`src/ffha_pkg.sv`:
```
package ffha_pkg;

  // Default heap geometry
  localparam int unsigned HeapUnitsDef   = 1024;
  localparam int unsigned UnitBytesDef   = 64;
  localparam int unsigned HeaderUnitsDef = 1;

  // Fixed field widths
  localparam int unsigned SizeW   = 17;
  localparam int unsigned AddrW   = 10;
  localparam int unsigned StatusW = 2;
  // Rounded byte count: size plus up to one unit minus one byte
  localparam int unsigned NumW    = 18;
  // Units needed: quotient plus header
  localparam int unsigned NeedW   = 20;

  typedef enum logic [1:0] {
    KIND_NONE = 2'd0,
    KIND_FREE = 2'd1,
    KIND_USED = 2'd2
  } kind_e;

  typedef enum logic [StatusW-1:0] {
    ST_OK   = 2'd0,
    ST_NULL = 2'd1,
    ST_FAIL = 2'd2
  } status_e;

  typedef enum logic {
    CMD_ALLOC = 1'b0,
    CMD_FREE  = 1'b1
  } command_e;

  typedef struct packed {
    logic             command;
    logic [SizeW-1:0] size_bytes;
    logic [AddrW-1:0] address_unit;
  } ffha_req_t;

  typedef struct packed {
    logic [StatusW-1:0] status;
    logic [AddrW-1:0]   payload_unit;
  } ffha_rsp_t;

endpackage

```
`src/ffha_div.sv`:
```
module ffha_div import ffha_pkg::*; #(
  parameter int unsigned Divisor = UnitBytesDef
) (
  input  logic            clk_i,
  input  logic            rst_ni,
  input  logic            start_i,
  input  logic [NumW-1:0] dividend_i,
  output logic            done_o,
  output logic [NumW-1:0] quotient_o
);

  // Reciprocal of the divisor, scaled so that the truncated product is exact
  // for every NumW-bit dividend
  localparam int unsigned     Shift  = NumW + $clog2(Divisor);
  localparam longint unsigned Recip  = ((64'd1 << Shift) + Divisor - 1) / Divisor;
  localparam int unsigned     RecipW = NumW + 2;
  localparam int unsigned     ProdW  = NumW + RecipW;

  logic [ProdW-1:0] prod;
  logic [NumW-1:0]  quo_q, quo_d;
  logic             done_q, done_d;

  // Multiply by the reciprocal and keep the high part
  assign prod   = ProdW'(dividend_i) * ProdW'(Recip);
  assign quo_d  = NumW'(prod >> Shift);
  assign done_d = start_i;

  // Flag the quotient in the cycle after start
  always_ff @(posedge clk_i or negedge rst_ni) begin
    if (!rst_ni) begin
      done_q <= 1'b0;
    end else begin
      done_q <= done_d;
    end
  end

  // Capture the quotient on start and hold it
  always_ff @(posedge clk_i) begin
    if (start_i) begin
      quo_q <= quo_d;
    end
  end

  assign done_o     = done_q;
  assign quotient_o = quo_q;

endmodule

```
`config.mk`:
```
export PLATFORM = sky130hd
export DESIGN_NAME = ffha_div
export DESIGN_NICKNAME = d
export VERILOG_FILES = /design/src/ffha_pkg.sv /design/src/ffha_div.sv
export SDC_FILE = /design/constraint.sdc
export NUM_CORES = 1
export LEC_CHECK = 0
export ABC_AREA = 1
export BUFFER_PORTS_ARGS = -buffer_cell sky130_fd_sc_hd__buf_2
export CORE_AREA = 2 2 39 41
export DETAILED_ROUTE_END_ITERATION = 10
export DIE_AREA = 0 0 41 43
export GPL_TIMING_DRIVEN = 1
export PLACE_DENSITY_LB_ADDON = 0.05
export SLEW_MARGIN = 40
export SYNTH_ARGS = -nofsm -noshare
export SYNTH_HDL_FRONTEND = slang
export SYNTH_SLANG_ARGS = --single-unit
```
`constraint.sdc`:
```
create_clock -name clk_i -period 1 [get_ports clk_i]
set_clock_uncertainty 0.05 [all_clocks]
set_input_delay 0.2 -clock clk_i [delete_from_list [all_inputs] [get_ports clk_i]]
set_output_delay 0.2 -clock clk_i [all_outputs]
set_load 0.02 [all_outputs]
```
## Word-level counts from Yosys, hierarchy flattened

Cells that the tools add are included.

| word-level totals | value |
|---|---|
| bits in registers | 13 |
| output and inout bits | 19 |
| bits of input ports | 21 |
| word-level logic and storage cells | 2 |

## Longest topological paths before layout

| depth | value |
|---|---|
| word-level depth | 0 |
| gate-level depth with buffers | 1 |
| depth with buffers taken out | 0 |

## Least setup slack after synthesis

No wires, ideal clock.

| path | value |
|---|---|
| path type | register to output |
| start | reg quo_q[0], in the netlist quotient_o[0] |
| end | out quotient_o[0] |
| setup slack | 301 ps |
| cell stages (with the launch flop) | 1 |
| buffers on the path | 0 |
| data required time | 750 ps |
| data arrival time | 449 ps |
| cells stage by stage | edfxtp_1 |

RTL lines:

| what | RTL line | text |
|---|---|---|
| start, declared | ffha_div.sv:20 | `logic [NumW-1:0] quo_q, quo_d;` |
| start signal, assigned | ffha_div.sv:40 | `quo_q <= quo_d;` |
| end, declared | ffha_div.sv:9 | `output logic [NumW-1:0] quotient_o` |

No word-level cell between the ends.

## Worst setup path in the final report

| path | value |
|---|---|
| start | reg quo_q[0], in the netlist quotient_o[0] |
| end | out quotient_o[0] |

No word-level cell between the ends.

==> results.py <==
metrics = {
    "status": {
        "status": "finished, violations left",
        "violations": "negative setup slack",
    },
    "logic_synthesis": {
        "synth_top_cells_by_area": "edfxtp_1 83%, buf_4 10%, dfrtp_1 5.8%, conb_1 0.86%",
        "synthesis.area_um2": 434.2,
        "yosysSeqAreaShare_pct": 88.76,
        "netlist_instances": 20,
        "synth.avg_cell_area_um2": 21.71,
        "synth_warnings": 0,
        "yosysTopAreaCell": "edfxtp_1",
        "synth_top_cell_area_share_pct": 83.00,
        "ys_ff_latch": 13,
        "yosysUniqueCellTypes": 4,
    },
    "pwr": {
        "p_clk_share_pct": 26.3,
        "p_total_uw": 1121,
        "leakagePower_uw": 0.0002887,
        "p_seq_share_pct": 58.2,
        "swShare_pct": 22.77,
        "pwr-share-comb_pct": 15.4,
        "p_int_uw": 865.9,
        "p_switching_uw": 255.3,
        "vdd_drop_max_v": 0.0007263,
        "powerDensity_nw_per_um2": 1743,
    },
    "placement": {
        "postPlaceCellArea_um2": 563.0,
        "dp_cells": 62,
        "io_buffers": 27,
        "gp_congestion": 0.5750,
    },
    "clocking": {
        "h-tree-depth": 1,
        "clk_pin_slew_ps": 70,
        "cts.sinks": 13,
        "cts_made_buffers": 3,
        "cts-root-buf": "clkbuf_4",
        "cts_max_path_buffers": 2,
        "cts_tree": "built",
        "post_cts_buffers": 0,
    },
    "min_path": {
        "hold_path_depth": 1,
        "worstHoldStart": "dividend_i[13]",
        "hold_end": "quotient_o[7]",
        "hold_class": "in -> reg",
    },
    "worst_setup_path": {
        "arrival_ps": 790,
        "cp-start-kind": "flop",
        "cp_max_fo": 1,
        "path_delay_family": "flip-flops",
        "worst-path-buf-inv": 1,
        "critPathKind": "reg -> out",
        "cpPeakStageDelay_ps": 370,
        "path_cells": "buf_2",
        "cp-end-kind": "primary output",
        "cp_slowest_cell": "edfxtp_1",
        "worst_ep_required_time_ps": 750,
    },
    "route": {
        "firstDrtPassIters": 1,
        "routedWlPerCell_um": 9.672,
        "detail-route-antenna-nets": 0,
        "drc_errors": 0,
        "vias_per_cell": 3.627,
        "wl_um": 648,
        "vias": 243,
        "drt_iter0_markers": 0,
    },
    "final_layout": {
        "antenna_cells": 0,
        "final_cells": 67,
        "nets": 73,
        "utilization_pct": 46.47,
        "n_fill_cell": 141,
        "drive_gt1_share_pct": 58.82,
        "area_growth_pct": 48.13,
        "final_area_um2": 643.1,
    },
    "floorplan": {
        "core_area_um2": 1384,
        "row_count": 14,
        "initial_core_util_pct": 31.37,
        "die_h_um": 43,
        "die-area_um2": 1763,
        "die_x_um": 41,
        "num_io_pins": 40,
    },
    "timing": {
        "period_share_pct": 104.4,
        "rsz0062_at_grt": "yes",
        "max_freq_mhz": 957.5,
        "maxSlewViolCount": 0,
        "hold_violations": 0,
        "finalCriticalPeriod_ps": 1044,
        "setup_viol_count_final": 13,
        "fin_ws_ps": -44.35,
    },
    "global_route": {
        "grt_pass1_vias": 260,
        "gr-usage-all-layers_pct": 8.548,
        "gr-total-overflow": 0,
        "grt_max_degree": 14,
        "grt_pass1_wl_um": 938,
        "grt_antenna_before_repair": 0,
    },
    "flow_run": {
        "max_cap_violations": 0,
    },
}
[power groups by stage]
stage	Clock (uW)	Combinational [uW]	Sequential, uW
after floorplan	0	37.5	718
after global placement	0	145	659
after detailed placement	0	148	661
after CTS	320	153	649
after global routing	354	184	656
final	295	173	653
[routing by layer]
metal	vias up	share of wire (%)	global-route usage, %
li1	122	-	-
met1	104	30	6.643
met2	17	59	15.31
met3	0	10	3.141
met4	0	0	6.000
met5	-	0	0
[through the flow]
step / hold slack [ps] / TNS (ps) / setup WS [ps]
5_1_grt: 34.52 / -1014 / -103.7
6_report: 59.21 / -384.8 / -44.35
4_1_cts: 45.40 / -629.9 / -73.28
3_5_place_dp: -71.55 / 0 / 164.5
3_3_place_gp: -74.74 / 0 / 177.8
2_1_floorplan: -145.6 / 0 / 300.5
[Yosys cell counts (all sizes together)]
master and count:
conb 1, buf 6, dfrtp 1, edfxtp 12
[kinds of logic (layout without fill, tap and decap cells)]
| kind of cell | after synthesis | in the layout | synth area share, % |
|---|---|---|---|
| buf+inv | 6 | 32 | 10.37 |
| other cells | 1 | 6 | 0.8637 |
| flops | 13 | 13 | 88.76 |
[timing repair]
action                                 4_1_cts  5_1_grt
hold buffers                                 1        0
endpoints found under the hold margin        1        0
gates resized for setup                      2       12
setup endpoints to repair                   13       13
[final cells by class]
class	count	area [um^2]	area share [%]
Clock buffer	4	26.28	4.086
Multi-Input combinational cell	6	22.52	3.502
Sequential cell	13	385.4	59.92
Tap cell	16	20.02	3.113
Timing Repair Buffer	28	188.9	29.38
[registers in the layout, indices dropped and copies added (netlist names)]
register	flops
quotient_o	12
done_o	1
[worst max-delay path by stage]
stage          slack, ps            end     startpoint  cells after the start
3_3_place_gp         180  quotient_o[0]        start_i                      1
3_5_place_dp         160  quotient_o[8]        start_i                      1
5_1_grt             -100  quotient_o[0]  quotient_o[0]                      1
2_1_floorplan        300  quotient_o[0]  quotient_o[0]                      0
6_report             -40  quotient_o[0]  quotient_o[0]                      1
4_1_cts              -70  quotient_o[0]  quotient_o[0]                      1
[cell usage in the layout, fill, tap and decap left out, drive strengths merged]
cell type,count
dfrtp,1
clkbuf,4
conb,6
edfxtp,12
buf,27
dlygate4sd3,1
No activity file was read; power rests on OpenSTA's default activity.
